File: config.mk
export PLATFORM = sky130hd
export DESIGN_NAME = epm_front_flat
export DESIGN_NICKNAME = d
export VERILOG_FILES = /design/src/rtl/epm_pkg.sv /design/src/rtl/epm_if.sv /design/src/rtl/epm_front.sv /design/src/flat_wrapper.sv
export SDC_FILE = /design/constraint.sdc
export NUM_CORES = 1
export LEC_CHECK = 0
export ABC_AREA = 1
export BUFFER_PORTS_ARGS = -buffer_cell sky130_fd_sc_hd__buf_2
export CAP_MARGIN = 20
export CORE_ASPECT_RATIO = 0.6
export CORE_UTILIZATION = 25
export DETAILED_ROUTE_END_ITERATION = 10
export GPL_TIMING_DRIVEN = 0
export HOLD_SLACK_MARGIN = 0.1
export SLEW_MARGIN = 10
export SYNTH_ARGS = -nofsm -noshare
export SYNTH_HDL_FRONTEND = slang
export SYNTH_SLANG_ARGS = --single-unit
export TNS_END_PERCENT = 5
File: constraint.sdc
create_clock -name clock -period 4 [get_ports clock]
set_input_delay 0.8 -clock clock [delete_from_list [all_inputs] [get_ports clock]]
set_output_delay 0.8 -clock clock [all_outputs]
set_load 0.01 [all_outputs]
File: src/rtl/epm_pkg.sv
package epm_pkg;

   localparam int WORD_W    = 32;
   localparam int BYTE_W    = 8;
   localparam int TAP_W     = 7;
   localparam int ROT_W     = 5;
   localparam int OUT_IDX_W = 7;
   localparam int TAP_COUNT = 5;
   localparam int CSR_IDX_W = 3;
   localparam int RD_PORTS  = TAP_COUNT + 1;

   // item kinds
   typedef enum logic {
      REQ_MIX  = 1'b0,
      REQ_READ = 1'b1
   } req_kind_type;

   // configuration register indexes
   typedef enum logic [CSR_IDX_W-1:0] {
      CSR_TAP_ONE   = 3'd0,
      CSR_TAP_TWO   = 3'd1,
      CSR_TAP_THREE = 3'd2,
      CSR_TAP_FOUR  = 3'd3,
      CSR_TAP_FIVE  = 3'd4
   } csr_index_type;

   localparam logic [TAP_W-1:0] TAP_RESET [TAP_COUNT] = '{
      7'd104, 7'd76, 7'd51, 7'd25, 7'd1
   };

   localparam logic [ROT_W-1:0] ROT_STEP      = 5'd7;
   localparam logic [ROT_W-1:0] ROT_STEP_WRAP = 5'd14;

   localparam logic [WORD_W-1:0] TWIST_TAB [8] = '{
      32'h00000000, 32'h3b6e20c8, 32'h76dc4190, 32'h4db26158,
      32'hedb88320, 32'hd6d6a3e8, 32'h9b64c2b0, 32'ha00ae278
   };

   // back end status seen by the front end
   typedef struct packed {
      logic clearing;
   } status_type;

endpackage

File: src/rtl/epm_if.sv
interface epm_req_if;
   import epm_pkg::*;
   logic                valid;
   logic                ready;
   logic                req_type;
   logic [BYTE_W-1:0]   data_byte;
   logic [TAP_W-1:0]    read_index;
   logic                final_byte;
   modport source (output valid, req_type, data_byte, read_index, final_byte, input ready);
   modport sink   (input valid, req_type, data_byte, read_index, final_byte, output ready);
endinterface


interface epm_csr_if;
   import epm_pkg::*;
   logic                 valid;
   logic                 ready;
   logic [CSR_IDX_W-1:0] index;
   logic [TAP_W-1:0]     data;
   modport source (output valid, index, data, input ready);
   modport sink   (input valid, index, data, output ready);
endinterface

File: src/rtl/epm_front.sv
module epm_front #(
   parameter int POOL_WORDS = 128,
   localparam int IDX_W   = $clog2(POOL_WORDS),
   localparam int ENTRY_W = 2 + (epm_pkg::TAP_COUNT + 1) * IDX_W + epm_pkg::WORD_W
) (
   input  logic                 clock,
   input  logic                 reset,
   epm_req_if.sink              req,
   epm_csr_if.sink              csr,
   input  epm_pkg::status_type  status,
   output logic                 push_valid,
   input  logic                 push_ready,
   output logic [ENTRY_W-1:0]   push_data
);
   import epm_pkg::*;

   typedef struct packed {
      req_kind_type                   kind;
      logic                           fin;
      logic [IDX_W-1:0]               idx;
      logic [TAP_COUNT-1:0][IDX_W-1:0] taps;
      logic [WORD_W-1:0]              value;
   } entry_type;

   logic [TAP_W-1:0] tap_ff [TAP_COUNT];
   logic [IDX_W-1:0] pos_ff, pos_in;
   logic [ROT_W-1:0] rot_ff, rot_in;

   // 7-bit value modulo pool size, worked out at elaboration
   logic [IDX_W-1:0] mod_tab [1 << TAP_W];
   for (genvar g = 0; g < (1 << TAP_W); g++) begin : g_mod
      assign mod_tab[g] = IDX_W'(g % POOL_WORDS);
   end

   entry_type              entry;
   logic [IDX_W-1:0]       mix_idx;
   logic [2*WORD_W-1:0]    rot_dbl;
   logic [IDX_W:0]         tap_sum [TAP_COUNT];
   logic                   accept;

   assign csr.ready = 1'b1;

   always_ff @(posedge clock) begin
      if (reset) begin
         for (int i = 0; i < TAP_COUNT; i++) begin
            tap_ff[i] <= TAP_RESET[i];
         end
      end else if (csr.valid) begin
         case (csr_index_type'(csr.index))
            CSR_TAP_ONE:   tap_ff[0] <= csr.data;
            CSR_TAP_TWO:   tap_ff[1] <= csr.data;
            CSR_TAP_THREE: tap_ff[2] <= csr.data;
            CSR_TAP_FOUR:  tap_ff[3] <= csr.data;
            CSR_TAP_FIVE:  tap_ff[4] <= csr.data;
            default: ;
         endcase
      end
   end

   assign mix_idx = (pos_ff == '0) ? IDX_W'(POOL_WORDS - 1) : pos_ff - 1'b1;
   assign rot_dbl = {WORD_W'(req.data_byte), WORD_W'(req.data_byte)} << rot_ff;

   always_comb begin
      entry.kind  = req_kind_type'(req.req_type);
      entry.fin   = req.final_byte;
      entry.value = rot_dbl[2*WORD_W-1:WORD_W];
      entry.idx   = (entry.kind == REQ_READ) ? mod_tab[req.read_index] : mix_idx;
      for (int t = 0; t < TAP_COUNT; t++) begin
         tap_sum[t] = {1'b0, mix_idx} + {1'b0, mod_tab[tap_ff[t]]};
         if (tap_sum[t] >= (IDX_W + 1)'(POOL_WORDS)) begin
            tap_sum[t] = tap_sum[t] - (IDX_W + 1)'(POOL_WORDS);
         end
         entry.taps[t] = tap_sum[t][IDX_W-1:0];
      end
   end

   assign push_valid = req.valid && !status.clearing;
   assign req.ready  = push_ready && !status.clearing;
   assign push_data  = entry;
   assign accept     = req.valid && req.ready;

   always_comb begin
      pos_in = pos_ff;
      rot_in = rot_ff;
      if (accept && entry.kind == REQ_MIX) begin
         pos_in = mix_idx;
         rot_in = rot_ff + ((mix_idx == '0) ? ROT_STEP_WRAP : ROT_STEP);
      end
   end

   always_ff @(posedge clock) begin
      if (reset) begin
         pos_ff <= '0;
         rot_ff <= '0;
      end else begin
         pos_ff <= pos_in;
         rot_ff <= rot_in;
      end
   end

endmodule

File: src/flat_wrapper.sv
// flat-port wrapper written by rule: the top's interface ports become plain ports
module epm_front_flat import epm_pkg::*;
#(
   parameter int POOL_WORDS = 128,
   localparam int IDX_W   = $clog2(POOL_WORDS),
   localparam int ENTRY_W = 2 + (epm_pkg::TAP_COUNT + 1) * IDX_W + epm_pkg::WORD_W
)
  (clock, reset, status, push_valid, push_ready, push_data, req_valid, req_req_type, req_data_byte, req_read_index, req_final_byte, req_ready, csr_valid, csr_index, csr_data, csr_ready);
  epm_req_if req_i ();
  epm_csr_if csr_i ();
  input  logic clock;
  input  logic reset;
  input  epm_pkg::status_type status;
  output logic push_valid;
  input  logic push_ready;
  output logic [ENTRY_W-1:0] push_data;
  input wire logic [$bits(req_i.valid)-1:0] req_valid;
  input wire logic [$bits(req_i.req_type)-1:0] req_req_type;
  input wire logic [$bits(req_i.data_byte)-1:0] req_data_byte;
  input wire logic [$bits(req_i.read_index)-1:0] req_read_index;
  input wire logic [$bits(req_i.final_byte)-1:0] req_final_byte;
  output wire logic [$bits(req_i.ready)-1:0] req_ready;
  input wire logic [$bits(csr_i.valid)-1:0] csr_valid;
  input wire logic [$bits(csr_i.index)-1:0] csr_index;
  input wire logic [$bits(csr_i.data)-1:0] csr_data;
  output wire logic [$bits(csr_i.ready)-1:0] csr_ready;
  assign req_i.valid = req_valid;
  assign req_i.req_type = req_req_type;
  assign req_i.data_byte = req_data_byte;
  assign req_i.read_index = req_read_index;
  assign req_i.final_byte = req_final_byte;
  assign req_ready = req_i.ready;
  assign csr_i.valid = csr_valid;
  assign csr_i.index = csr_index;
  assign csr_i.data = csr_data;
  assign csr_ready = csr_i.ready;
  epm_front #(.POOL_WORDS(POOL_WORDS)) u_core (.clock(clock), .reset(reset), .req(req_i), .csr(csr_i), .status(status), .push_valid(push_valid), .push_ready(push_ready), .push_data(push_data));
endmodule
After elaboration in Yosys (flattened, before gate mapping)
Memories as Yosys holds them, arrays and structs flattened.
Index checks and enable logic that the tools add are counted.
{ "totals": {"out_inout_bits": 79, "reg_bits": 12, "inputBits": 33, "memories": 7, "ramBits": 35, "mem_bits_ro": 5376} }
{ "memory_table": {"columns": ["name", "words", "width", "read_ports", "rd_ports_with_merged_regs", "wr", "line_no", "source"], "rows": [
  ["(name not given)", 128, 7, 1, 0, 0, "epm_front.sv:67", "entry.idx = (entry.kind == REQ_READ) ? mod_tab[req.read_index] : mix_idx;"],
  ["(name not given)", 128, 7, 1, 0, 0, "epm_front.sv:69", "tap_sum[t] = {1'b0, mix_idx} + {1'b0, mod_tab[tap_ff[t]]};"],
  ["(name not given)", 128, 7, 1, 0, 0, "epm_front.sv:69", null],
  ["(name not given)", 128, 7, 1, 0, 0, "epm_front.sv:69", null],
  ["(name not given)", 128, 7, 1, 0, 0, "epm_front.sv:69", null],
  ["(name not given)", 128, 7, 1, 0, 0, "epm_front.sv:69", null],
  ["1 more memories", null, null, null, null, null, null, null]
]} }
{ "classes": {"n_bitwise": 12, "shift": 1, "reduce_logical": 8, "n_eq_ne": 4, "n_lt_le_gt_ge": 11, "n_mux": 47, "addsub": 12} }
{ "ops": {"columns": ["op", "count"], "rows": [
  ["7-bit two-way mux", 24],
  ["8-bit greater-or-equal comparator (second input constant)", 11],
  ["40-bit by 5-bit << shifter with 64-bit output", 1],
  ["7-bit NOT with 8-bit output", 6],
  ["7-bit by 1-bit subtractor with 7-bit output (second input constant)", 6],
  ["7-bit by 7-bit adder with 8-bit output", 5],
  ["1-bit two-way mux", 22],
  ["7-bit logical NOT", 2],
  ["3-bit by 2-bit == test with 1-bit output (second input constant)", 2],
  ["5-bit adder", 1],
  ["1-bit OR", 5],
  ["1-bit logical AND", 4],
  ["4-bit two-way mux", 1],
  ["3-bit by 1-bit == test with 1-bit output (second input constant)", 1],
  ["3-bit == test (second input constant)", 1],
  ["3-bit logical NOT", 1],
  ["1-bit logical NOT", 1],
  ["1-bit NOT", 1]
]} }

Longest topological paths before layout
An unclocked memory read counts as a cell.
{ "logic_depth": {"ltp_word": 8, "mapped_depth": 17, "ltp_nobuf": 17} }

Least setup slack after synthesis
OpenSTA, ideal clock, no wires.
{ "synth_path": {"path_type": "register to output", "from": "register u_core.pos_ff[0]", "to": "output port push_data[52]", "slack_ns": 0.952, "arrival_time_ns": 2.248, "stages_incl_launch_ff": 15, "cell_sequence": "dfxtp_1 > inv_1 > ha_1 > nand2_1 > nor2_2 > nand2_4 > nand2_1 > ha_1 > inv_1 > fa_1 > inv_1 > nand4_1 > nor2b_1 > nand3_1 > nand2_1"} }
{ "synth_via": {"elab_chain_len": 5} }
{ "synth_rtl": {"columns": ["element", "line_no", "source"], "rows": [
  ["start: declaration", "epm_front.sv:26", "logic [IDX_W-1:0] pos_ff, pos_in;"],
  ["start signal: assignment", "epm_front.sv:96", "pos_ff <= pos_in;"],
  ["7-bit by 1-bit subtractor with 7-bit output / 7-bit logical NOT (equally long branches)", "epm_front.sv:60", "assign mix_idx = (pos_ff == '0) ? IDX_W'(POOL_WORDS - 1) : pos_ff - 1'b1;"],
  ["7-bit two-way mux (*)", "epm_front.sv:60", null],
  ["named net u_core.mix_idx[0]", "epm_front.sv:36", "logic [IDX_W-1:0] mix_idx;"],
  ["7-bit by 7-bit adder with 8-bit output (*)", "epm_front.sv:69", null],
  ["7-bit by 1-bit subtractor with 7-bit output / 8-bit greater-or-equal comparator (equally long branches)", "epm_front.sv:71, epm_front.sv:70", null],
  ["7-bit two-way mux (*)", "epm_front.sv:70", "if (tap_sum[t] >= (IDX_W + 1)'(POOL_WORDS)) begin"],
  ["end: declaration", "flat_wrapper.sv:16", "output logic [ENTRY_W-1:0] push_data;"]
]} }
Mark *: on every way through the listed nets, which the timed path passes. The rest lies on a longest branch.

Final worst setup path
{ "layout_path": {"from": "register u_core.pos_ff[0]", "to": "output port push_data[38]"} }
Same word-level chain as after synthesis.

==> run summary <==
status - finished, final reports clean
worst hold path depth - 2
Cell Area, Synth - 4300 sq um
core box area - 16500 sq um
storage element area - 1290 sq um
DR iter-0 viols - 465
Via-to-Cell Ratio - 4.71
Post-DP HPWL - 11000 um
Multi-input gate area - 2620 sq um
Synth-to-Final Area Change - 25.0%
met2 routed WL - 4990 um
vias in the first global route - 4048
largest area contributor in the netlist - edfxtp_1
largest net degree at the start of global routing - 17
Syn Nets - 688
met3 routed WL - 1290 um
TritonCTS buffer count - 5
gpl congestion - 0.872
Hold Crit Endpoint - u_core.pos_ff[1]
Hold Vio Cnt, Final - 0
critical path arrival - 2.92 ns
H-tree levels - 2
Setup-failing EPs final - 0
Die Y - 104 um
vias - 4544
Die X - 171 um
total wire length - 13500 um
FFs w/ async S/R, synth - 0%
Placed Area - 5130 sq um
register area share after synthesis - 30.0%
proportion of netlist area held by the largest area contributor - 24.4%
max-slew violation count - 0
synth top area cells - edfxtp_1 24%, nand2_1 15%, ha_1 10%
Yosys warnings - 0
num ports - 112
post-layout minimum cycle time - 3.72 ns
Rel. slew slack - 61.6%
worst-margin pin slew - 0.574 ns
register bit total from synthesis - 47
CP endpoint kind - output port
DIE AREA - 17800 sq um
Reg2Reg Setup Slack - 1.46 ns
Critical Path Fanout Max - 6
Syn Area/Cell - 7.00 sq um
setup TNS - 0 ns
RSZ-0062 raised after global routing - false
PD cells - 347 nW/um^2
clock latency on the worst-skew pair - 0.30 ns
post-synthesis cell type count - 31
DR top layer - met5
Final #Nets - 808
worst vdd ir - 0.188 mV
nature of the critical path startpoint - register
Starting Density - 26.0%
Max Clk Rate - 0.269 GHz
reg2reg end - u_core.rot_ff[4]
Sink Count - 47
First-pass DRT Iterations - 5
FP Rows - 36
Setup Crit Path Kind - register to output port
Commonest cells post-synth - 172 x nand2_1, 84 x nand3_1, 72 x inv_1
Fill cells - 1794
Critical Path RT - 3.20 ns
leakage - 2.74 nW
# port buffers - 109
post-route ant nets - 0
CTS tree - done
first-pass GRT wire length - 21500 um
worst hold path class - register to register
final period utilization - 93.0%
root buffer cell - clkbuf_16
Max Cap Violations - 0
Total GRT Usage - 15.6%
predominant post-synthesis flop cell - edfxtp_1
R2R depth - 15
total global routing overflow - 0
M1 WL - 7150 um
most frequent cell after synthesis - nand2_1
Post-Syn Instances - 615
count of flip-flops with a built-in enable after synthesis - 35
Util after Layout - 32.5%
post-route cell area - 5380 sq um
initial antenna violation count - 1
final hold slack - 0.547 ns
clock-pin transition on the worst setup and hold timing paths - 0.07 ns
fraction of layout cells with a size suffix above 1 - 21.3%
drt drc - 0
launch point of the worst reg-to-reg path - u_core.pos_ff[0]
DR WL/cell - 14.0 um
Bufs on Longest Clock Path - 2
Hold Startpoint - u_core.pos_ff[1]
setup skew after layout - 0.00851 ns
[repair_timing]
item	4_1_cts	5_1_grt
gates resized for setup	4	7
gates cloned	0	0
buffers inserted	0	2
hold buffers	0	0
setup endpoints to repair	5	8
hold endpoints to repair	0	0
[per-stage QoR]
stage | cells | power (W) | worst slack (ns)
3_3_place_gp | 952 | 0.00136 | 0.247
6_report | 965 | 0.00187 | 0.279
3_5_place_dp | 952 | 0.00137 | 0.204
5_1_grt | 964 | 0.00200 | 0.0456
2_1_floorplan | 615 | 0.00110 | 0.952
4_1_cts | 960 | 0.00187 | 0.0122
[sequential cells by signal (all words and copies together) (netlist names)]
name,count
u_core.tap_ff,35
u_core.pos_ff,7
u_core.rot_ff,5
[routing by layer]
layer | up-vias | global-route usage (%)
met3 | 11 | 3.78
met2 | 179 | 21.0
met4 | 2 | 2.42
met5 | - | 0
met1 | 2079 | 24.8
li1 | 2273 | -
[cell usage in the layout (no fill, tap or decap), types with 3 or more instances in the layout]
| cell type | count |
|---|---|
| xnor2_1 | 11 |
| o21bai_1 | 3 |
| nor2_1 | 47 |
| buf_2 | 117 |
| ha_1 | 32 |
| o21ai_0 | 16 |
| clkbuf_16 | 5 |
| nor2_2 | 3 |
| xor2_1 | 7 |
| buf_6 | 4 |
| inv_1 | 71 |
| clkbuf_1 | 8 |
| nand4_1 | 29 |
| nor2b_1 | 5 |
| and2_1 | 4 |
| buf_4 | 7 |
| dfxtp_1 | 11 |
| a21oi_1 | 24 |
| fa_1 | 5 |
| edfxtp_1 | 35 |
| ha_2 | 3 |
| inv_2 | 6 |
| o21ai_1 | 4 |
| nand2_1 | 171 |
| a31oi_1 | 6 |
| nand2_4 | 3 |
| a21o_1 | 4 |
| nand3_1 | 83 |
[worst max-delay path by stage]
stage	to	depth (start not counted)	slack [ns]	from
after detailed placement	push_data[59]	15	0.20	u_core.pos_ff[0]
after floorplan	push_data[52]	14	0.95	u_core.pos_ff[0]
after global routing	push_data[59]	15	0.05	u_core.pos_ff[1]
after CTS	push_data[59]	15	0.01	u_core.pos_ff[0]
final	push_data[38]	15	0.28	u_core.pos_ff[0]
after global placement	push_data[59]	15	0.25	u_core.pos_ff[0]
[final cells by class]
| cell class | instances | share of cell area (%) |
|---|---|---|
| diodes | 1 | 0.0465 |
| plain buffers | 25 | 2.79 |
| clock buffers | 5 | 2.33 |
| clock inverters | 3 | 0.884 |
| inverters | 77 | 5.37 |
| multi-input cells | 466 | 48.6 |
| flip-flops and latches | 47 | 24.0 |
| well taps | 228 | 5.30 |
| repair buffers | 113 | 10.6 |
[report_power, final]
| group | total (W) | switching, W | internal [W] |
|---|---|---|---|
| clock network | 0.000496 | 0.000197 | 0.000299 |
| registers | 0.000578 | 0.0000189 | 0.000559 |
| logic | 0.000793 | 0.000481 | 0.000312 |
| total | 0.00187 | 0.000697 | 0.00117 |
[cell families (layout without fill, tap and decap cells)]
| family | count (synthesis) | in the layout | synth area share, % |
|---|---|---|---|
| simple gates | 348 | 348 | 35.7 |
| buf+inv | 102 | 223 | 10.2 |
| compound gates | 58 | 58 | 7.59 |
| flops | 47 | 47 | 30.0 |
| fa+ha+maj | 40 | 40 | 12.5 |
| xor+xnor | 19 | 19 | 3.87 |
| other cells | 1 | 2 | 0.0872 |
[worst max-delay path, cell delays in order, from the launching register on]
cell and delay [ns]:
dfxtp_2 0.38, inv_2 0.08, ha_2 0.21, nand2_1 0.09, nor2_2 0.15, nand2_4 0.14
nand2_4 0.14, ha_2 0.25, inv_1 0.07, fa_1 0.42, inv_1 0.11, nand4_1 0.13
nor2b_1 0.16, nand3_1 0.07, nand2_1 0.06, buf_2 0.15
Power figures use the tool's default switching activity.
