[config.mk]
export PLATFORM = sky130hd
export DESIGN_NAME = epm_queue
export DESIGN_NICKNAME = d
export VERILOG_FILES = /design/src/rtl/epm_queue.sv
export SDC_FILE = /design/constraint.sdc
export NUM_CORES = 1
export LEC_CHECK = 0
export BUFFER_PORTS_ARGS = -buffer_cell sky130_fd_sc_hd__buf_2
export CAP_MARGIN = 20
export CORE_ASPECT_RATIO = 2
export CORE_UTILIZATION = 30
export CTS_CLUSTER_DIAMETER = 30
export CTS_CLUSTER_SIZE = 16
export DETAILED_ROUTE_END_ITERATION = 12
export SLEW_MARGIN = 20
export SYNTH_ARGS = -nofsm -noshare
export SYNTH_HDL_FRONTEND = slang
export SYNTH_SLANG_ARGS = --single-unit
[constraint.sdc]
create_clock -name clock -period 6 [get_ports clock]
set_input_delay 0.6 -clock clock [delete_from_list [all_inputs] [get_ports clock]]
set_output_delay 0.6 -clock clock [all_outputs]
set_load 0.02 [all_outputs]
[src/rtl/epm_queue.sv]
module epm_queue #(
   parameter int WIDTH = 64,
   parameter int DEPTH = 2,
   localparam int PTR_W = $clog2(DEPTH),
   localparam int CNT_W = $clog2(DEPTH + 1)
) (
   input  logic             clock,
   input  logic             reset,
   input  logic             push_valid,
   output logic             push_ready,
   input  logic [WIDTH-1:0] push_data,
   output logic             pop_valid,
   input  logic             pop_ready,
   output logic [WIDTH-1:0] pop_data
);

   logic [WIDTH-1:0] slot_ff [DEPTH];
   logic [PTR_W-1:0] wr_ff, wr_in, rd_ff, rd_in;
   logic [CNT_W-1:0] cnt_ff, cnt_in;
   logic             push, pop;

   assign push_ready = cnt_ff != CNT_W'(DEPTH);
   assign pop_valid  = cnt_ff != '0;
   assign pop_data   = slot_ff[rd_ff];
   assign push       = push_valid && push_ready;
   assign pop        = pop_valid && pop_ready;

   always_comb begin
      wr_in  = wr_ff;
      rd_in  = rd_ff;
      cnt_in = cnt_ff;
      if (push) begin
         wr_in = (wr_ff == PTR_W'(DEPTH - 1)) ? '0 : wr_ff + 1'b1;
      end
      if (pop) begin
         rd_in = (rd_ff == PTR_W'(DEPTH - 1)) ? '0 : rd_ff + 1'b1;
      end
      if (push && !pop) begin
         cnt_in = cnt_ff + 1'b1;
      end else if (pop && !push) begin
         cnt_in = cnt_ff - 1'b1;
      end
   end

   always_ff @(posedge clock) begin
      if (reset) begin
         wr_ff  <= '0;
         rd_ff  <= '0;
         cnt_ff <= '0;
      end else begin
         wr_ff  <= wr_in;
         rd_ff  <= rd_in;
         cnt_ff <= cnt_in;
      end
   end

   always_ff @(posedge clock) begin
      if (push) begin
         slot_ff[wr_ff] <= push_data;
      end
   end

endmodule

# Word-level counts from Yosys, hierarchy flattened
# Memory sizes are Yosys's and may differ from the RTL's. A register that Yosys moved wholly into a read port is not among the register bits.
# Index checks and enable logic that the tools add are counted.
word_totals:
  register_bits: 4
  ram_bits: 128
  inputBits: 68
  output_inout_bits: 66
  elab_cells: 25
  n_memories: 1
op_classes:
  n_addsub: 4
  eq_ne: 1
  n_mux: 8
  n_reduce_logical: 8
memory_table:
  columns: ["name", "depth", "width", "read_ports", "rd_clocked_by_memory_dff", "write_ports", "line_no", "rtl"]
  rows:
  - ["slot_ff", 2, 64, 1, 1, 1, "17", "logic [WIDTH-1:0] slot_ff [DEPTH];"]
op_table:
  columns: ["op", "n"]
  rows:
  - ["$mux 1", 6]
  - ["$logic_and 1x1->1", 4]
  - ["$mux 2", 2]
  - ["$reduce_bool 2->1", 2]
  - ["$add 1x1->1 const B", 2]
  - ["$add 2x1->2 const B", 1]
  - ["$logic_not 1->1", 2]
  - ["$ne 2x2->1 const B", 1]
  - ["$sub 2x1->2 const B", 1]

# Depth between registers and ports, before layout
# Gate-level depths: netlist of run 1.
depth:
  ltp_word: 6
  mapped_depth: 6
  mapped_depth_nobuf: 6

# Worst setup path after synthesis of run 1
# No wires, ideal clock.
synth_timing:
  kind: "reg-to-reg"
  from: "register cnt_ff[0]"
  to: "memory slot_ff[1][0], enable pin"
  setup_ps: 429
  t_arrival_ps: 2281
  t_required_ps: 5571
  slack_ps: 3290
  path_stages_with_launch: 3
  path_buffers: 0
  synth_period_minus_slack_ps: 2710
  path_cell_list: "dfxtp_1 nand2b_1 and3_1"
synth_between:
  elab_chain_len: 4
synth_lines:
  columns: ["item", "line_no", "rtl"]
  rows:
  - ["from (decl)", "19", "logic [CNT_W-1:0] cnt_ff, cnt_in;"]
  - ["from (signal assigned)", "53", "cnt_ff <= cnt_in;"]
  - ["$ne 2x2->1", "22", "assign push_ready = cnt_ff != CNT_W'(DEPTH);"]
  - ["named net push_ready", "10", "output logic push_ready,"]
  - ["$logic_and 1x1->1", "25", "assign push = push_valid && push_ready;"]
  - ["$mux 1", "58", "if (push) begin"]
  - ["$mux 1 (implied by the code)", "59", "slot_ff[wr_ff] <= push_data;"]
  - ["to (decl)", "17", null]
# The timed path passes the listed nets, and every way through them passes these cells.

==> summary.md, run 1 <==
| Metric | Value |
|---|---|
| Status | `completed` |
| Syn Nets | `292` |
| Max cap viols | `0` |
| Worst setup EP type | `output port` |
| Synth area leaders | `edfxtp_1, mux2_2, dfxtp_1` |
| Final WL | `9380 um` |
| Crit path max fanout | `35` |
| Port bufs | `133` |
| Die area | `0.0167 mm2` |
| FF-to-FF path depth | `4` |
| Netlist cell types | `18` |
| Initial drt markers | `78` |
| Cell count after synthesis | `223` |
| Initial core utilization | `0.307` |
| HPWL after DPL | `6350 um` |
| Ys Warns | `0` |
| Final setup fails | `0` |
| Least-Margin Pin Slew | `0.895 ns` |
| Arrival time worst endpoint | `2.35 ns` |
| Setup Total Neg Slack | `0 ns` |
| Clock Tree Buf Depth | `2` |
| Post-route DRC | `0` |
| Primary FF master, synth | `edfxtp_1` |
| Share of the synthesized area in the top cell type | `0.795` |
| Fmax achieved | `339 MHz` |
| Maximum VDD drop | `0.248 mV` |
| Cell area after layout | `0.00634 mm2` |
| Critical R2R Launch | `cnt_ff[0]` |
| Boundary Pins | `134` |
| Final nets | `440` |
| Total power | `2.97 mW` |
| Critical Path Start Type | `flip-flop` |
| CTS Buf Count | `17` |
| Vert. Die Dim | `182 um` |
| Root buffer cell | `clkbuf_16` |
| EDFF count, synth | `128` |
| Gp weighted congestion | `0.715` |
| Reg-to-Reg End | `slot_ff[0][59]` |
| Most frequent cells in the layout | `buf_2, edfxtp_1, mux2_2` |
| Cell taking the most area after synthesis | `edfxtp_1` |
| Largest net degree at the start of global routing | `65` |
| Seq/Total Area, Yosys | `0.815` |
| #FFs+latches synth | `133` |
| RSZ-0062 raised after global routing | `no` |
| CTS H-tree lvls | `4` |
| Via count | `2535` |
| Post-CTS setup repair buffer count | `0` |
| Worst min path class | `input pin to flip-flop` |
| Netlist Area Pre-Place | `0.00484 mm2` |
| Core Util, Final | `0.402` |
| Vias in the first global route | `2720` |
| R2R Setup Slk | `3.78 ns` |
| Syn Area/Cell | `21.7 um2` |
| Most common cell after layout, fill and taps aside | `buf_2` |
| CP Class | `flip-flop to output port` |
| Gr usage total | `0.118` |
| Max-slew violation count | `0` |
| Via-per-instance ratio | `4.33` |
| TritonCTS clock tree | `yes` |
| Post-DR wirelength/cell | `16.0 um` |
| Worst skew pair latency | `0.41 ns` |
| Fin crit share | `0.492` |
| Global route overflow | `0` |
| Async set-reset flop share out of synthesis | `0` |
| Tmin final | `2.95 ns` |
| Dpl cell area | `0.00573 mm2` |
| Slew HR | `0.403` |
| Number of gates resized after cts | `0` |
| Clock sink count | `133` |
| Die X | `91.8 um` |
| Detail Route Antenna Nets | `0` |
| First-pass DRT Iterations | `4` |
| First-pass GRT wire length | `14200 um` |
| Layout filler cell count | `1507` |
| Clock-pin transition on the worst setup and hold timing paths | `0.06 ns` |
| Share of cells above drive strength 1 | `0.607` |
| Area grow syn2layout | `31.1%` |
| CORE AREA | `0.0158 mm2` |
| Initial antenna violation count | `1` |
| # hold bufs at CTS | `0` |
| Crit path to | `pop_data[62]` |
| PwrDens | `468 mW/mm2` |
| Final clock skew | `0.00949 ns` |
| Row Count | `65` |
| Hold Fails Final Rpt | `0` |
| WP data required | `5.40 ns` |
| Leakage | `2.36 nW` |
per-stage QoR:
step	setup slack, ns	cells	hold slack (ns)
5_1_grt	2.87	585	0.347
6_report	3.05	586	0.377
3_3_place_gp	3.46	553	0.490
3_5_place_dp	3.43	553	0.503
2_1_floorplan	3.29	223	0.471
4_1_cts	2.97	585	0.348
cell families (layout without fill, tap and decap cells):
group                    Yosys count  count (layout)  synth area share
buffers and inverters              8             169            0.0111
flip-flops                       133             133             0.815
adder cells (fa/ha/maj)            1               1           0.00259
AO/OA/AOI/OAI                      5               5           0.00621
multiplexers                      64              64             0.149
other                              0               1                 0
XOR/XNOR                           3               3           0.00543
AND/OR/NAND/NOR                    9               9            0.0104
sequential cells by signal, summed over array words and instances (netlist names), named ones only:
signal   cells
wr_ff        1
slot_ff    128
rd_ff        1
cnt_ff       2
critical path: stages (launching register included):
cell and delay (ns):
dfxtp_2 0.79, buf_4 0.52, mux2_2 0.41, buf_2 0.16
how the worst min path moves through the flow:
stage          slack (ns)          from            end  depth (start not counted)
4_1_cts              0.35  push_data[8]  slot_ff[0][8]                          1
3_3_place_gp         0.49         rd_ff          rd_ff                          2
5_1_grt              0.35  push_data[8]  slot_ff[0][8]                          1
6_report             0.38  push_data[7]  slot_ff[1][7]                          1
2_1_floorplan        0.47     cnt_ff[1]      cnt_ff[1]                          2
3_5_place_dp         0.50         rd_ff          rd_ff                          2
per-layer routing:
layer | routed length, um | vias up | part of all wire | track usage
li1 | - | 1180 | - | -
met1 | 2960 | 1264 | 0.32 | 0.104
met2 | 5750 | 80 | 0.61 | 0.224
met3 | 404 | 11 | 0.043 | 0.0348
met4 | 265 | 0 | 0.028 | 0.0763
met5 | 0 | - | 0 | 0
layout make-up:
cell class | instances | area [um2] | area share
Sequential cell | 133 | 3950 | 0.622
Multi-Input combinational cell | 82 | 841 | 0.133
Timing Repair Buffer | 136 | 688 | 0.108
Clock buffer | 18 | 429 | 0.0677
Tap cell | 201 | 251 | 0.0396
Clock inverter | 14 | 183 | 0.0288
Inverter | 1 | 3.75 | 0.000592
Antenna cell | 1 | 2.50 | 0.000394
cell usage after synthesis (2+ instances only):
master and count:
a21oi_1 2, buf_4 6, dfxtp_1 5, edfxtp_1 128, mux2_2 64, nor2_1 3, o21ai_0 2, xor2_1 3
report_power, final:
part	switching, mW	total (mW)	internal (mW)
sequential	0.0574	1.22	1.16
clock	0.373	1.07	0.692
combinational	0.406	0.682	0.277
total	0.836	2.97	2.13
(Power assumes the default switching activity.)
==> run 2, diff against run 1 <==
==> constraint.sdc (replaced) <==
create_clock -name clock -period 2.6 [get_ports clock]
set_input_delay 0.26 -clock clock [delete_from_list [all_inputs] [get_ports clock]]
set_output_delay 0.26 -clock clock [all_outputs]
set_load 0.02 [all_outputs]
==> run 2 against run 1 <==
Critical endpoint is now pop_data[19]; cell area shrank 0.53%; core utilization shrank 0.21 points; highest routed layer unchanged; routed wire length shrank 1.9%; count of clock-buffer cells in the layout grew 9; first-iteration DRC count shrank 7.7%.
==> summary.md, run 2 (same netlist as run 1, synthesis figures left out) <==
| Metric | Value |
|---|---|
| Critical Path Start Type | `flip-flop` |
| Critical R2R Launch | `cnt_ff[0]` |
| Dpl cell area | `0.00575 mm2 (+0.39%)` |
| Initial antenna violation count | `3 (+2)` |
| Max cap viols | `0 (unchanged)` |
| Gp weighted congestion | `0.706 (-1.2%)` |
| Row Count | `65 (unchanged)` |
| Met2 wire len | `5600 um (-2.6%)` |
| Total power | `6.61 mW (+120%)` |
| Final WL | `9200 um (-1.9%)` |
| CTS Buf Count | `17 (unchanged)` |
| RSZ-0062 raised after global routing | `no` |
| Fmax achieved | `510 MHz` |
| PwrDens | `1050 mW/mm2 (+120%)` |
| WL met3 | `316 um (-22%)` |
| Hold Fails Final Rpt | `0 (unchanged)` |
| Gr usage total | `0.118 (+0.000240)` |
| Worst Hold Depth | `1 (unchanged)` |
| Max-slew violation count | `0 (unchanged)` |
| Dpl cells | `556 (+0.54%)` |
| First-pass DRT Iterations | `5 (+1)` |
| Net Switching | `1.86 mW (+120%)` |
| First-pass GRT wire length | `14100 um (-0.97%)` |
| WHS Endpoint | `slot_ff[0][22]` |
| Vias in the first global route | `2808 (+3.2%)` |
| Final setup fails | `0 (unchanged)` |
| CTS H-tree lvls | `4 (unchanged)` |
| Switching share of total power | `0.282 (about the same)` |
| Arrival time worst endpoint | `1.70 ns (-0.65 ns)` |
| Final clock skew | `0.00705 ns (-0.00245 ns)` |
| Cell area after layout | `0.00631 mm2 (-0.53%)` |
| Int Power | `4.74 mW (+120%)` |
| Top reg by flops | `slot_ff` |
| Port bufs | `133 (unchanged)` |
| Largest net degree at the start of global routing | `35 (-46%)` |
| Least-Margin Pin Slew | `0.484 ns (-0.411 ns)` |
| Post-route DRC | `0 (unchanged)` |
| Most common cell after layout, fill and taps aside | `buf_2` |
| Number of gates resized after cts | `0 (unchanged)` |
| FF-to-FF path depth | `5 (+1)` |
| Biggest regs | `slot_ff: 128 flops, cnt_ff: 2 flops` |
| R2R Setup Slk | `0.89 ns (-2.89 ns)` |
| Initial drt markers | `72 (-7.7%)` |
| Maximum VDD drop | `0.454 mV (+83%)` |
| DRT met1 WL | `2920 um (-1.4%)` |
| Via count | `2522 (-0.51%)` |
| Sequential share of power | `0.416 (+0.005)` |
| Global route overflow | `0 (unchanged)` |
| Post-DR wirelength/cell | `15.6 um (-2.6%)` |
| Slew HR | `0.677 (+0.274)` |
| Setup Total Neg Slack | `0 ns (unchanged)` |
| Worst min path class | `input pin to flip-flop` |
| # hold bufs at CTS | `0 (unchanged)` |
| Clock power frac | `0.333 (-0.026)` |
| Clock-pin transition on the worst setup and hold timing paths | `0.06 ns (about the same)` |
| Die X | `91.8 um (unchanged)` |
| Tmin final | `1.96 ns` |
| TritonCTS clock tree | `yes` |
| Reg-to-Reg End | `cnt_ff[1]` |
| Combinational power share | `0.251 (+0.021)` |
| Area grow syn2layout | `30.4%` |
| Initial core utilization | `0.307 (unchanged)` |
| Hold path startpoint | `push_data[22]` |
| Worst skew pair latency | `0.40 ns (about the same)` |
| Fin crit share | `0.755` |
| Clock sink count | `133 (unchanged)` |
| Final Non-Filler Cells | `590 (+0.68%)` |
| Crit path max fanout | `34 (-2.9%)` |
| WP data required | `2.34 ns (-3.06 ns)` |
| CORE AREA | `0.0158 mm2 (unchanged)` |
| Final nets | `443 (+0.68%)` |
| Max Used Layer | `met4` |
| HPWL after DPL | `6280 um (-1.2%)` |
| Leakage | `2.36 nW (-0.10%)` |
| Detail Route Antenna Nets | `0 (unchanged)` |
| CP Class | `flip-flop to output port` |
| Root buffer cell | `clkbuf_16` |
| Max FFs per register | `128 (unchanged)` |
| Boundary Pins | `134 (unchanged)` |
| Post-CTS setup repair buffer count | `0 (unchanged)` |
| Status | `completed` |
| Worst setup EP type | `output port` |
| Via-per-instance ratio | `4.27 (-1.2%)` |
| Vert. Die Dim | `182 um (unchanged)` |
| Die area | `0.0167 mm2 (unchanged)` |
| Share of cells above drive strength 1 | `0.605 (-0.00212)` |
| Most frequent cells in the layout | `buf_2, edfxtp_1, mux2_2` |
| Clock Tree Buf Depth | `2 (unchanged)` |
| Core Util, Final | `0.400 (-0.00214)` |
## run 2: critical path, cell delays in order, from the launching register on
cell,delay [ns]
dfxtp_2,0.32
buf_4,0.39
mux2_2,0.41
buf_2,0.17
## run 2: worst max path at each step
stage          startpoint  slack (ns)       endpoint  cells after the start
2_1_floorplan   cnt_ff[0]        0.12  slot_ff[0][0]                      3
3_3_place_gp    flip-flop        1.03   pop_data[19]                      3
3_5_place_dp    cnt_ff[0]        0.92      cnt_ff[1]                      5
6_report        flip-flop        0.64   pop_data[19]                      3
5_1_grt         flip-flop        0.54   pop_data[51]                      3
4_1_cts         flip-flop        0.56   pop_data[51]                      3
## run 2: metrics by stage
step / hold slack, ns / setup slack, ns
after floorplan: 0.329 / 0.118
after global placement: 0.448 / 1.03
after detailed placement: 0.451 / 0.923
after CTS: 0.0138 / 0.564
after global routing: 0.0120 / 0.542
final: 0.0398 / 0.637
## run 2: layout make-up
type                            instances  area [um2]
Clock inverter                          5        50.0
Timing Repair Buffer                  139         711
Sequential cell                       133        3950
Fill cell                            1463        9470
Multi-Input combinational cell         82         841
Tap cell                              201         251
Antenna cell                            2        5.00
Inverter                                1        3.75
Clock buffer                           27         503
## run 2: power groups by stage
stage | Sequential (mW) | Combinational, mW | Clock, mW
floorplan | 2.78 | 1.17 | 0
global placement | 2.78 | 1.67 | 0
detailed placement | 2.80 | 1.69 | 0
CTS | 2.75 | 1.70 | 2.27
global route | 2.77 | 1.78 | 2.36
finish | 2.75 | 1.66 | 2.20
## run 2: routing by layer
metal	track usage	up-vias
li1	-	1181
met1	0.0974	1248
met2	0.226	75
met3	0.0339	18
met4	0.0894	0
met5	0	-
==> run 3, diff against run 2 <==
==> constraint.sdc (replaced) <==
create_clock -name clock -period 1.7 [get_ports clock]
set_input_delay 0.17 -clock clock [delete_from_list [all_inputs] [get_ports clock]]
set_output_delay 0.17 -clock clock [all_outputs]
set_load 0.02 [all_outputs]
==> run 3 against run 2 <==
The flow now finishes with violations (setup timing); count of clock-buffer cells in the layout is 4 lower; worst hold slack better by 0.049 ns; die area unchanged; power up 75%; clock skew barely moved; clock power grew 65%; worst setup slack got worse by 0.65 ns; critical path depth grew 1; core utilization up 8.0 points; combinational power grew 120%; via count up 13%; largest cell class unchanged; largest power group unchanged.
==> summary.md, run 3 (same netlist as run 1, synthesis figures left out) <==
| Metric | Value |
|---|---|
| Hold path startpoint | `push_valid` |
| Sequential cell area | `0.00395 mm2 (about the same)` |
| Vert. Die Dim | `182 um (unchanged)` |
| Initial core utilization | `0.307 (unchanged)` |
| Hold Fails Final Rpt | `0 (unchanged)` |
| Die area | `0.0167 mm2 (unchanged)` |
| Final WL | `10900 um (+19%)` |
| Total power | `11.6 mW (+75%)` |
| Worst skew pair latency | `0.41 ns (about the same)` |
| Fin crit share | `1.01` |
| WP buf/inv | `3 (+1)` |
| M3 GR Usage | `0.0385 (+0.00461)` |
| Biggest regs | `slot_ff: 128 flops, cnt_ff: 2 flops` |
| Critical R2R Launch | `cnt_ff[1]` |
| Most frequent cells in the layout | `edfxtp_1, buf_2, dlygate4sd3_1` |
| Dpl cell area | `0.00584 mm2 (+1.5%)` |
| Worst min path class | `input pin to flip-flop` |
| Least-Margin Pin Slew | `0.299 ns (-0.185 ns)` |
| Worst setup EP type | `output port` |
| First-pass DRT Iterations | `4 (-1)` |
| Via-per-instance ratio | `4.33 (+1.3%)` |
| Clock sink count | `133 (unchanged)` |
| Row Count | `65 (unchanged)` |
| Root buffer cell | `clkbuf_16` |
| Final setup fails | `15 (+15)` |
| Worst slack, placed | `0.149 ns (-0.774 ns)` |
| Share of cells above drive strength 1 | `0.532 (-0.0729)` |
| Global route overflow | `0 (unchanged)` |
| Via count | `2854 (+13%)` |
| Worst Hold Depth | `3 (+2)` |
| PwrDens | `1520 mW/mm2 (+46%)` |
| Tmin final | `1.72 ns` |
| CORE AREA | `0.0158 mm2 (unchanged)` |
| Clock-pin transition on the worst setup and hold timing paths | `0.06 ns (about the same)` |
| Initial antenna violation count | `1 (-2)` |
| Cell area after layout | `0.00758 mm2 (+20%)` |
| Gr usage total | `0.135 (+0.0166)` |
| Final clock skew | `0.00722 ns (+0.000172 ns)` |
| Busiest grt layer | `met2` |
| Core Util, Final | `0.480 (+0.0803)` |
| Layout filler cell count | `1342 (-8.3%)` |
| TritonCTS clock tree | `yes` |
| Gp weighted congestion | `0.679 (-3.9%)` |
| Fmax achieved | `583 MHz` |
| Post-route DRC | `0 (unchanged)` |
| Clock Tree Buf Depth | `2 (unchanged)` |
| Top reg by flops | `slot_ff` |
| Setup Total Neg Slack | `-0.133 ns (-0.133 ns)` |
| Status | `finished with violations` |
| Area grow syn2layout | `56.6%` |
| HPWL after DPL | `6420 um (+2.2%)` |
| Leakage | `2.91 nW (+23%)` |
| Reg-to-Reg End | `cnt_ff[1]` |
| CP Class | `flip-flop to output port` |
| Max FFs per register | `128 (unchanged)` |
| Crit path max fanout | `5 (-85%)` |
| Post-DR wirelength/cell | `16.6 um (+6.4%)` |
| Setup ws final | `-0.0158 ns (-0.653 ns)` |
| WHS Endpoint | `wr_ff` |
| CP max-delay cell | `dfxtp_4` |
| Initial drt markers | `145 (+100%)` |
| CTS Buf Count | `17 (unchanged)` |
| Largest net degree at the start of global routing | `39 (+11%)` |
| M1 GR Usage | `0.115 (+0.0179)` |
| Final nets | `513 (+16%)` |
| Critical Path Start Type | `flip-flop` |
| Most common cell after layout, fill and taps aside | `edfxtp_1` |
| FF-to-FF path depth | `5 (unchanged)` |
| CTS H-tree lvls | `4 (unchanged)` |
| Maximum VDD drop | `0.814 mV (+79%)` |
| Max-slew violation count | `0 (unchanged)` |
| Max cap viols | `0 (unchanged)` |
| WP data required | `1.53 ns (-0.81 ns)` |
| Slew HR | `0.798 (+0.121)` |
| Crit path max-delay family | `buffers and inverters` |
| RSZ-0062 raised after global routing | `yes` |
| Met2 Usage GRT | `0.262 (+0.0355)` |
| Failing checks | `setup timing` |
| Boundary Pins | `134 (unchanged)` |
| Vias in the first global route | `3153 (+12%)` |
| Multi-input gate area | `972 um2 (+16%)` |
| Arrival time worst endpoint | `1.55 ns (-0.15 ns)` |
| R2R Setup Slk | `0.15 ns (-0.74 ns)` |
| Detail Route Antenna Nets | `0 (unchanged)` |
| First-pass GRT wire length | `16100 um (+14%)` |
| Crit-path cells | `buf_12, buf_16, mux2_2, buf_6` |
| Port bufs | `133 (unchanged)` |
| Die X | `91.8 um (unchanged)` |
| Critical Path Max Stage Delay | `0.39 ns (-0.02 ns)` |
run 3: where the power goes:
group	internal (mW)	switching, mW	leakage (nW)	total (mW)
logic	1.87	1.79	1.39	3.67
registers	4.11	0.139	1.24	4.24
clock network	2.38	1.26	0.287	3.64
total	8.36	3.19	2.91	11.6
run 3: final cells by class:
cell class,count,share of cell area
diodes,1,0.000330
clock buffers,23,0.0618
clock inverters,9,0.0170
inverters,1,0.000991
multi-input cells,82,0.128
flip-flops and latches,133,0.521
well taps,201,0.0332
repair buffers,209,0.237
run 3: how the worst max path moves through the flow:
stage                          endpoint  slack (ns)  cells after the start
after floorplan           slot_ff[0][0]       -0.28                      3
after global placement        cnt_ff[1]        0.19                      5
after detailed placement      cnt_ff[1]        0.15                      5
after CTS                  pop_data[17]       -0.09                      4
after global routing       pop_data[39]       -0.07                      4
final                      pop_data[56]       -0.02                      4
run 3: stage by stage:
| step | cells | hold WS, ns |
|---|---|---|
| global placement | 556 | 0.357 |
| detailed placement | 556 | 0.361 |
| finish | 659 | 0.0891 |
| floorplan | 223 | 0.235 |
| global route | 659 | 0.103 |
| CTS | 656 | 0.0601 |
run 3: timing repair:
action                     4_1_cts  5_1_grt
setup buffers                    1        0
gates resized for setup         14      100
hold endpoints to repair       133        0
cloned                           2        2
setup endpoints to repair       63       64
hold buffers                    65        0
run 3: tightest hold or removal path: stages:
cell and delay (ns):
buf_2 0.11, a21bo_2 0.12, a21oi_1 0.05
run 3: metal layers:
| layer | up-vias | routed length (um) |
|---|---|---|
| li1 | 1324 | - |
| met1 | 1421 | 3700 |
| met2 | 84 | 6520 |
| met3 | 25 | 349 |
| met4 | 0 | 376 |
| met5 | - | 0 |
